<file path="src/rtl/core/fll_alarm_pkg.sv">
// ---------------------------------------------------------------------------
// fll_alarm_pkg: shared types and constants of the four-level limit alarm
// Item structs, register indexes, alarm bit positions and the hysteresis
// divider constants.
// ---------------------------------------------------------------------------
package fll_alarm_pkg;

  localparam int unsigned DataWidth     = 32;
  localparam int unsigned PermilleWidth = 10;
  localparam int unsigned EnableWidth   = 8;
  localparam int unsigned AlarmCount    = 6;
  localparam int unsigned CfgIndexWidth = 3;

  // hysteresis = floor(span * permille / HystDivisor)
  localparam int unsigned HystDivisor   = 1000;
  localparam int unsigned RemWidth      = $clog2(HystDivisor);
  localparam int unsigned HystWidth     = DataWidth + 1;
  // divide by 1000 as a shift by 3, then multiply by 2^36 / 125 rounded up,
  // exact for operands below 2^29
  localparam int unsigned DivShift      = 3;
  localparam int unsigned RecipShift    = 36;
  localparam int unsigned RecipWidth    = 30;
  localparam logic [RecipWidth-1:0] Recip125 = 30'd549755814;
  localparam int unsigned SpanRecipWidth = DataWidth - DivShift + RecipWidth;
  localparam int unsigned QuotWidth     = SpanRecipWidth - RecipShift;
  // remainder of span times permille, below 1000 * 1024
  localparam int unsigned FracWidth     = 2 * PermilleWidth;
  localparam int unsigned FracRecipWidth = FracWidth - DivShift + RecipWidth;
  // limit +/- hysteresis, sign bit and one carry bit on top
  localparam int unsigned BoundWidth    = HystWidth + 2;

  // register indexes on the configuration port
  localparam logic [CfgIndexWidth-1:0] RegRangeMax  = 3'd0;
  localparam logic [CfgIndexWidth-1:0] RegRangeMin  = 3'd1;
  localparam logic [CfgIndexWidth-1:0] RegHighHigh  = 3'd2;
  localparam logic [CfgIndexWidth-1:0] RegHigh      = 3'd3;
  localparam logic [CfgIndexWidth-1:0] RegLow       = 3'd4;
  localparam logic [CfgIndexWidth-1:0] RegLowLow    = 3'd5;
  localparam logic [CfgIndexWidth-1:0] RegHystPm    = 3'd6;
  localparam logic [CfgIndexWidth-1:0] RegEnable    = 3'd7;

  // alarm bit positions, also used in enable_bits
  localparam int unsigned BitHighHigh = 0;
  localparam int unsigned BitHigh     = 1;
  localparam int unsigned BitLow      = 2;
  localparam int unsigned BitLowLow   = 3;
  localparam int unsigned BitOver     = 4;
  localparam int unsigned BitUnder    = 5;
  localparam int unsigned BitGlobal   = 6;
  localparam int unsigned BitService  = 7;

  localparam logic [EnableWidth-1:0] EnableReset = 8'd64;

  typedef struct packed {
    logic signed [DataWidth-1:0] sample;
    logic                        ack;
  } in_item_t;

  typedef struct packed {
    logic                  high_high_active;
    logic                  high_active;
    logic                  low_active;
    logic                  low_low_active;
    logic                  over_range;
    logic                  under_range;
    logic [AlarmCount-1:0] raised_mask;
    logic [AlarmCount-1:0] cleared_mask;
    logic                  acknowledged;
  } out_item_t;

endpackage

</file>
<file path="src/rtl/core/four_level_limit_alarm_top.sv">
// ---------------------------------------------------------------------------
// four_level_limit_alarm_top: hh/h/l/ll limit alarm with hysteresis
// Limit alarms with hysteresis, over/under-range flags and an acknowledge
// latch, one result item for each sample item.
// ---------------------------------------------------------------------------
//  channel | signals                              | direction
//  --------+--------------------------------------+----------
//  in      | in_valid, in_ready, in_data          | sink
//  out     | out_valid, out_ready, out_data       | source
//  cfg     | cfg_valid, cfg_ready, cfg_index/data | sink
//
//  one item per cycle: input register, one pass of compare logic, result
//  register; an item waits in the input register while the result is stalled.
//  after reset and after every configuration write the hysteresis width is
//  recomputed (span quotient by reciprocal multiply, remainder, remainder
//  product, final sum), during which in_ready is low.
//  cfg_ready is always high.
//  reset clears the alarm flags, sets the acknowledged flag and restores the
//  register defaults.
// ---------------------------------------------------------------------------
module four_level_limit_alarm_top (
  input  logic                                    clk,
  input  logic                                    rst,
  input  logic                                    in_valid,
  output logic                                    in_ready,
  input  fll_alarm_pkg::in_item_t                 in_data,
  output logic                                    out_valid,
  input  logic                                    out_ready,
  output fll_alarm_pkg::out_item_t                out_data,
  input  logic                                    cfg_valid,
  output logic                                    cfg_ready,
  input  logic [fll_alarm_pkg::CfgIndexWidth-1:0] cfg_index,
  input  logic [fll_alarm_pkg::DataWidth-1:0]     cfg_data
);

  typedef enum logic [2:0] {
    DIV_IDLE,
    DIV_QUOT,
    DIV_REM,
    DIV_FRAC,
    DIV_SUM
  } div_state_t;

  // configuration registers
  logic signed [fll_alarm_pkg::DataWidth-1:0]     range_max;
  logic signed [fll_alarm_pkg::DataWidth-1:0]     range_min;
  logic signed [fll_alarm_pkg::DataWidth-1:0]     limit [4];
  logic [fll_alarm_pkg::PermilleWidth-1:0]        hyst_permille;
  logic [fll_alarm_pkg::EnableWidth-1:0]          enable_bits;

  // hysteresis width
  div_state_t                                     div_state;
  logic [fll_alarm_pkg::DataWidth-1:0]            span;
  logic [fll_alarm_pkg::SpanRecipWidth-1:0]       span_recip;
  logic [fll_alarm_pkg::QuotWidth-1:0]            span_quot;
  logic [fll_alarm_pkg::DataWidth-1:0]            quot_scaled;
  logic [fll_alarm_pkg::RemWidth-1:0]             span_rem;
  logic [fll_alarm_pkg::RemWidth-1:0]             rem_next;
  logic [fll_alarm_pkg::HystWidth-1:0]            hyst_hi;
  logic [fll_alarm_pkg::HystWidth-1:0]            hyst_hi_next;
  logic [fll_alarm_pkg::FracWidth-1:0]            frac_prod;
  logic [fll_alarm_pkg::FracWidth-1:0]            frac_next;
  logic [fll_alarm_pkg::FracRecipWidth-1:0]       frac_recip;
  logic [fll_alarm_pkg::HystWidth-1:0]            hyst;

  // item path
  logic                                           in_full;
  fll_alarm_pkg::in_item_t                        held;
  logic                                           advance;
  logic [fll_alarm_pkg::AlarmCount-1:0]           flags;
  logic                                           acked;
  logic [fll_alarm_pkg::AlarmCount-1:0]           flags_next;
  logic [fll_alarm_pkg::AlarmCount-1:0]           raised;
  logic [fll_alarm_pkg::AlarmCount-1:0]           cleared;
  logic                                           acked_next;
  logic                                           eval_on;
  logic signed [fll_alarm_pkg::BoundWidth-1:0]    pv_wide;
  logic signed [fll_alarm_pkg::BoundWidth-1:0]    hyst_wide;
  logic signed [fll_alarm_pkg::BoundWidth-1:0]    lim_wide;
  logic                                           en_on;
  logic                                           lim_in_range;
  logic                                           trip;
  logic                                           rel;
  logic                                           outside;

  assign cfg_ready = 1'b1;
  assign advance   = in_full && (!out_valid || out_ready);
  assign in_ready  = (div_state == DIV_IDLE) && (!in_full || advance);

  // configuration registers
  always_ff @(posedge clk) begin
    if (rst) begin
      range_max     <= '0;
      range_min     <= '0;
      limit[0]      <= {1'b0, {(fll_alarm_pkg::DataWidth-1){1'b1}}};
      limit[1]      <= {1'b0, {(fll_alarm_pkg::DataWidth-1){1'b1}}};
      limit[2]      <= {1'b1, {(fll_alarm_pkg::DataWidth-1){1'b0}}};
      limit[3]      <= {1'b1, {(fll_alarm_pkg::DataWidth-1){1'b0}}};
      hyst_permille <= '0;
      enable_bits   <= fll_alarm_pkg::EnableReset;
    end else if (cfg_valid && cfg_ready) begin
      case (cfg_index)
        fll_alarm_pkg::RegRangeMax: range_max <= cfg_data;
        fll_alarm_pkg::RegRangeMin: range_min <= cfg_data;
        fll_alarm_pkg::RegHighHigh: limit[0]  <= cfg_data;
        fll_alarm_pkg::RegHigh:     limit[1]  <= cfg_data;
        fll_alarm_pkg::RegLow:      limit[2]  <= cfg_data;
        fll_alarm_pkg::RegLowLow:   limit[3]  <= cfg_data;
        fll_alarm_pkg::RegHystPm:
          hyst_permille <= cfg_data[fll_alarm_pkg::PermilleWidth-1:0];
        fll_alarm_pkg::RegEnable:
          enable_bits <= cfg_data[fll_alarm_pkg::EnableWidth-1:0];
        default: ;
      endcase
    end
  end

  // span only matters when range_max > range_min, then it fits 32 bits
  assign span = range_max - range_min;

  // span = q * 1000 + r, so span * p / 1000 = q * p + floor(r * p / 1000)
  assign span_recip =
      fll_alarm_pkg::SpanRecipWidth'(span[fll_alarm_pkg::DataWidth-1:fll_alarm_pkg::DivShift])
    * fll_alarm_pkg::SpanRecipWidth'(fll_alarm_pkg::Recip125);
  assign quot_scaled  = fll_alarm_pkg::DataWidth'(span_quot)
                      * fll_alarm_pkg::DataWidth'(fll_alarm_pkg::HystDivisor);
  assign rem_next     = fll_alarm_pkg::RemWidth'(span - quot_scaled);
  assign hyst_hi_next = fll_alarm_pkg::HystWidth'(span_quot)
                      * fll_alarm_pkg::HystWidth'(hyst_permille);
  assign frac_next    = fll_alarm_pkg::FracWidth'(span_rem)
                      * fll_alarm_pkg::FracWidth'(hyst_permille);
  assign frac_recip =
      fll_alarm_pkg::FracRecipWidth'(frac_prod[fll_alarm_pkg::FracWidth-1:fll_alarm_pkg::DivShift])
    * fll_alarm_pkg::FracRecipWidth'(fll_alarm_pkg::Recip125);

  always_ff @(posedge clk) begin
    if (rst) begin
      div_state <= DIV_QUOT;
    end else if (cfg_valid && cfg_ready) begin
      div_state <= DIV_QUOT;
    end else begin
      case (div_state)
        DIV_QUOT: begin
          span_quot <= span_recip[fll_alarm_pkg::SpanRecipWidth-1:fll_alarm_pkg::RecipShift];
          div_state <= DIV_REM;
        end
        DIV_REM: begin
          span_rem  <= rem_next;
          hyst_hi   <= hyst_hi_next;
          div_state <= DIV_FRAC;
        end
        DIV_FRAC: begin
          frac_prod <= frac_next;
          div_state <= DIV_SUM;
        end
        DIV_SUM: begin
          hyst <= hyst_hi + fll_alarm_pkg::HystWidth'(
                    frac_recip[fll_alarm_pkg::FracRecipWidth-1:fll_alarm_pkg::RecipShift]);
          div_state <= DIV_IDLE;
        end
        default: ;
      endcase
    end
  end

  // alarm evaluation for the held item
  always_comb begin
    flags_next   = flags;
    raised       = '0;
    cleared      = '0;
    eval_on      = !enable_bits[fll_alarm_pkg::BitService] && (range_max > range_min);
    pv_wide      = fll_alarm_pkg::BoundWidth'(held.sample);
    hyst_wide    = $signed({2'b00, hyst});
    en_on        = 1'b0;
    lim_in_range = 1'b0;
    trip         = 1'b0;
    rel          = 1'b0;
    lim_wide     = '0;
    outside      = 1'b0;
    if (eval_on) begin
      for (int b = 0; b < 4; b++) begin
        en_on        = enable_bits[b] && enable_bits[fll_alarm_pkg::BitGlobal];
        lim_in_range = (limit[b] > range_min) && (limit[b] < range_max);
        lim_wide     = fll_alarm_pkg::BoundWidth'(limit[b]);
        // high-side alarms are the first two
        if (b < 2) begin
          trip = held.sample >= limit[b];
          rel  = pv_wide < (lim_wide - hyst_wide);
        end else begin
          trip = held.sample <= limit[b];
          rel  = pv_wide > (lim_wide + hyst_wide);
        end
        if (!en_on) begin
          flags_next[b] = 1'b0;
        end else if (lim_in_range) begin
          if (trip) begin
            raised[b]     = !flags[b];
            flags_next[b] = 1'b1;
          end else if (rel) begin
            cleared[b]    = flags[b];
            flags_next[b] = 1'b0;
          end
        end
      end
      for (int b = fll_alarm_pkg::BitOver; b <= fll_alarm_pkg::BitUnder; b++) begin
        outside = (b == fll_alarm_pkg::BitOver) ? (held.sample > range_max)
                                                : (held.sample < range_min);
        if (!enable_bits[b]) begin
          flags_next[b] = 1'b0;
        end else if (outside) begin
          raised[b]     = !flags[b];
          flags_next[b] = 1'b1;
        end else begin
          cleared[b]    = flags[b];
          flags_next[b] = 1'b0;
        end
      end
    end
    // ack wins over a raise in the same item
    acked_next = held.ack ? 1'b1 : ((raised != '0) ? 1'b0 : acked);
  end

  always_ff @(posedge clk) begin
    if (rst) begin
      in_full   <= 1'b0;
      out_valid <= 1'b0;
      flags     <= '0;
      acked     <= 1'b1;
    end else begin
      if (in_valid && in_ready) begin
        in_full <= 1'b1;
      end else if (advance) begin
        in_full <= 1'b0;
      end
      if (advance) begin
        out_valid <= 1'b1;
        flags     <= flags_next;
        acked     <= acked_next;
      end else if (out_ready) begin
        out_valid <= 1'b0;
      end
    end
  end

  always_ff @(posedge clk) begin
    if (in_valid && in_ready) begin
      held <= in_data;
    end
    if (advance) begin
      out_data.high_high_active <= flags_next[fll_alarm_pkg::BitHighHigh];
      out_data.high_active      <= flags_next[fll_alarm_pkg::BitHigh];
      out_data.low_active       <= flags_next[fll_alarm_pkg::BitLow];
      out_data.low_low_active   <= flags_next[fll_alarm_pkg::BitLowLow];
      out_data.over_range       <= flags_next[fll_alarm_pkg::BitOver];
      out_data.under_range      <= flags_next[fll_alarm_pkg::BitUnder];
      out_data.raised_mask      <= raised;
      out_data.cleared_mask     <= cleared;
      out_data.acknowledged     <= acked_next;
    end
  end

endmodule
</file>
<file path="config.mk">
export PLATFORM = sky130hd
export DESIGN_NAME = four_level_limit_alarm_top
export DESIGN_NICKNAME = d
export VERILOG_FILES = /design/src/rtl/core/fll_alarm_pkg.sv /design/src/rtl/core/four_level_limit_alarm_top.sv
export SDC_FILE = /design/constraint.sdc
export NUM_CORES = 2
export LEC_CHECK = 0
export CORE_UTILIZATION = 65
export DETAILED_ROUTE_END_ITERATION = 10
export DONT_BUFFER_PORTS = 1
export GPL_TIMING_DRIVEN = 0
export MAX_ROUTING_LAYER = met4
export PLACE_DENSITY = 0.82
export SLEW_MARGIN = 15
export SYNTH_ARGS = -nofsm -noshare
export SYNTH_HDL_FRONTEND = slang
export SYNTH_SLANG_ARGS = --single-unit
export TNS_END_PERCENT = 100
</file>
<file path="constraint.sdc">
create_clock -name clk -period 15.19 [get_ports clk]
set_input_delay 0.7595 -clock clk [delete_from_list [all_inputs] [get_ports clk]]
set_output_delay 0.7595 -clock clk [all_outputs]
set_load 0.02 [all_outputs]
</file>
==> impl_results.md <==
* Number of enable flip-flop cells after synthesis at 296
* Outcome: finished clean
* Vias per cell at 6.26
* WHS Endpoint: held[19]
* Standard cell with the maximum stage delay on the critical path: xor2_1
* Post-detailed-route count of antenna-violating nets at 0
* Height of the die at 317 µm
* Global routing usage summed across all routing layers at 0.384
* Count of hold buffers inserted by post-cts repair at 0
* Total area of sequential cells at 10800 µm²
* Final count of negative-setup-slack endpoints at 0
* Worst hold path stage count at 0
* Critical path's largest stage delay at 0.72 ns
* Setup repair after global routing missed its margin: no
* H-tree depth reported by CTS at 2
* Normalized max-slew margin at 0.123
* Wire length per cell after detailed routing at 22.8 µm
* HPWL after DPL at 155000 µm
* Number of port buffers at 0
* Area share of fa/ha/maj cells after synthesis at 0.475
* Yosys cell types at 102
* Number of buffers inserted during clock tree synthesis at 49
* Multiplexer area fraction after synthesis at 0.00115
* Post-CTS clock slew at the launch and capture registers of the worst setup and hold paths at 0.06 ns
* First-pass GRT wire length at 284000 µm
* Weighted congestion reported at the end of routability-driven placement at 1.03
* Number of global-route vias before repair at 52324
* Max Cap Viol at 0
* Number of DRC violations after detailed-routing iteration 0 at 4625
* Number of cell instances on the worst register-to-register path at 34
* Synthesis-to-layout area growth at 6.36%
* Worst Tran Pin Value at 1.31 ns
* Maximum number of pins on one net before global-route repair at 34
* Drt pass-1 iters at 8
* Critical Path Fanout Max at 9
* Sum of routed wire length over all layers at 185000 µm
* Number of nets in the synthesized netlist at 8859
* Synth async-reset ratio at 0
* Layout cell share with drive strength beyond 1 at 0.0296
* Complex-gate fraction of the synthesized area at 0.130
* Clock tree from TritonCTS: built
* Most frequent cell on the critical path: fa_1
* Clk_skew at 0.0602 ns
* Number of flip-flops and latches in the synthesized netlist at 390
* Sequential share of the synthesized area at 0.167
* Global route overflow at 0
* Combined area of all synthesized cells at 64400 µm²
* WP data required at 15.53 ns
* Sum Neg Setup Slack at 0 ns
* Synthesized-area fraction occupied by xor and xnor cells at 0.0391
* Maximum operating frequency at 0.0867 GHz
* CTS Root Buffer Type: clkbuf_16
* Launch point of the worst reg-to-reg path: range_min[1]
* Kind of cell adding the most delay to the critical path: adder cells
* Warnings from Yosys at 0
* Die Width at 317 µm
* Filler Cell Count at 7237
* Number of DRC violations after detailed routing at 0
* Start point of the critical path: range_min[1]
* Mean instance size in the synthesized netlist at 9.57 µm²
* Worst Setup Path Type: flop to flop
* Total core area at 98300 µm²
* Total of cells resized after clock tree synthesis at 0
* R2r setup slk at 3.66 ns
* Net total in the final layout at 8942
* Deepest clock path buffer count at 3
* Shortest clock period the worst path allows after layout at 11.53 ns
* Number of buffer and inverter stages on the critical path at 2
* Main combinational cell family by area after synthesis: adder cells
* Clk sinks at 390
* Worst min-delay path class: input port to flop
* Effective utilization at floorplan at 0.655
* Routed vias at 50945
* Startpoint Class: flop
* Clock latency at the later pin of the worst-skew pair at 0.65 ns
* Std-Cell Rows at 115
* Count of final hold-check violations at 0
* Combined area of the multi-input logic cells at 49400 µm²
* Number of I/O pins at 95
* Fin. max-slew vios at 0
* Destination of the worst register-to-register timing path: span_quot[22]
* Category of the worst setup path capture point: flop
* Simple-Gate Fraction of Synth Area at 0.119
* Period Utilization, post-route at 0.759
* Number of cells produced by synthesis at 6724
* Crit path arrival time at 11.87 ns
* Hold Crit Start: in_data[19]
* Number of antenna violations at the first check in global routing at 7
* Die area at 100000 µm²
* Dominant synthesized flop cell: edfxtp_1
* Postcts setup bufs at 0
## cells by family (layout without fill, tap and decap cells)
kind of cell | Yosys count | after routing
AO/OA/AOI/OAI | 1280 | 1280
XOR/XNOR | 287 | 287
adder cells (fa/ha/maj) | 2062 | 2062
buffers and inverters | 1177 | 1300
flip-flops | 390 | 390
multiplexers | 7 | 7
other | 1 | 9
AND/OR/NAND/NOR | 1520 | 1520
## per-stage QoR
step                      setup slack, ns  hold WS [ns]  std cells   util  instance area, µm²
after floorplan                      5.58         0.436       6724      -               64400
after global placement               3.36         0.441       8011  0.671               66000
after detailed placement             3.87         0.446       8043  0.678               66600
after CTS                            3.82         0.190       8134  0.696               68400
after global routing                 3.09         0.191       8138  0.696               68400
final                                3.66         0.204       8142  0.697               68500
## how the worst max path moves through the flow
| stage | depth (start not counted) | slack [ns] | end |
|---|---|---|---|
| 2_1_floorplan | 40 | 5.58 | span_quot[22] |
| 3_3_place_gp | 39 | 3.36 | span_quot[22] |
| 3_5_place_dp | 40 | 3.87 | span_quot[22] |
| 4_1_cts | 40 | 3.82 | span_quot[22] |
| 5_1_grt | 34 | 3.09 | span_quot[22] |
| 6_report | 34 | 3.66 | span_quot[22] |
## cells in the final DEF, fill, tap and decap left out, drive strengths merged, types with 10 or more instances in the layout
cell type  Yosys  final
or2           17     17
clkbuf       112    175
o21a          64     64
nor4          18     18
ha          1428   1428
xor2          98     98
nand4        124    124
a31oi         22     22
a21o         305    305
o21ai        186    186
nor2         212    212
or3           14     14
bufinv         0     10
a2111oi       12     12
o21bai        50     50
o31ai         11     11
edfxtp       296    296
a211o         11     11
nand2        508    508
buf           12     44
fa           634    634
nor3          69     69
a221oi        10     10
xnor2        189    189
a21boi        16     16
nand2b       129    129
o211ai        29     29
a211oi        38     38
nand3         75     75
and2         205    205
a21oi        432    432
o2111ai       11     11
and3          45     45
clkinv         0     10
inv         1052   1059
and4          13     13
dfxtp         94     94
nor2b         57     57
## cells in the mapped netlist (13+ instances only)
library cell / number / area, µm²
a211oi_1: 38 / 285
a21boi_0: 13 / 97.6
a21o_1: 305 / 2290
a21oi_1: 431 / 2160
a31oi_1: 22 / 138
and2_1: 205 / 1280
and3_1: 45 / 282
and4_1: 13 / 114
clkbuf_1: 108 / 405
dfxtp_1: 94 / 1880
edfxtp_1: 296 / 8890
fa_1: 634 / 12700
ha_1: 1428 / 17900
inv_1: 1051 / 3950
nand2_1: 508 / 1910
nand2b_1: 129 / 807
nand3_1: 75 / 375
nand4_1: 124 / 776
nor2_1: 212 / 796
nor2b_1: 56 / 350
nor3_1: 69 / 345
nor4_1: 17 / 106
o211ai_1: 28 / 210
o21a_1: 64 / 480
o21ai_0: 182 / 911
o21bai_1: 49 / 368
or2_2: 17 / 106
or3_1: 14 / 87.6
xnor2_1: 189 / 1660
xor2_1: 98 / 858
## cell type report
| class | instances | area share |
|---|---|---|
| Clock buffer | 63 | 0.0199 |
| Timing Repair Buffer | 32 | 0.00658 |
| Multi-Input combinational cell | 5157 | 0.721 |
| Buffer | 125 | 0.00742 |
| Clock inverter | 28 | 0.00616 |
| Tap cell | 1287 | 0.0235 |
| Antenna cell | 8 | 0.000292 |
| Inverter | 1052 | 0.0577 |
| Sequential cell | 390 | 0.157 |
## layer usage
| layer | routed length, µm | global-route usage |
|---|---|---|
| met1 | 71800 | 0.468 |
| met2 | 83300 | 0.596 |
| met3 | 17800 | 0.0740 |
| met4 | 12600 | 0.223 |
| met5 | 0 | - |
## sequential cells by signal, summed over array words and instances, names as in the netlist, 19 cells and up
| signal | flops |
|---|---|
| out_data | 19 |
| limit | 128 |
| held | 33 |
| span_quot | 23 |
| range_max | 32 |
| range_min | 32 |
| hyst_hi | 33 |
| hyst | 33 |
Power is left out: the tool's default activity adds up to more than one toggle a clock period on the data nets, which glitch-free logic cannot reach.
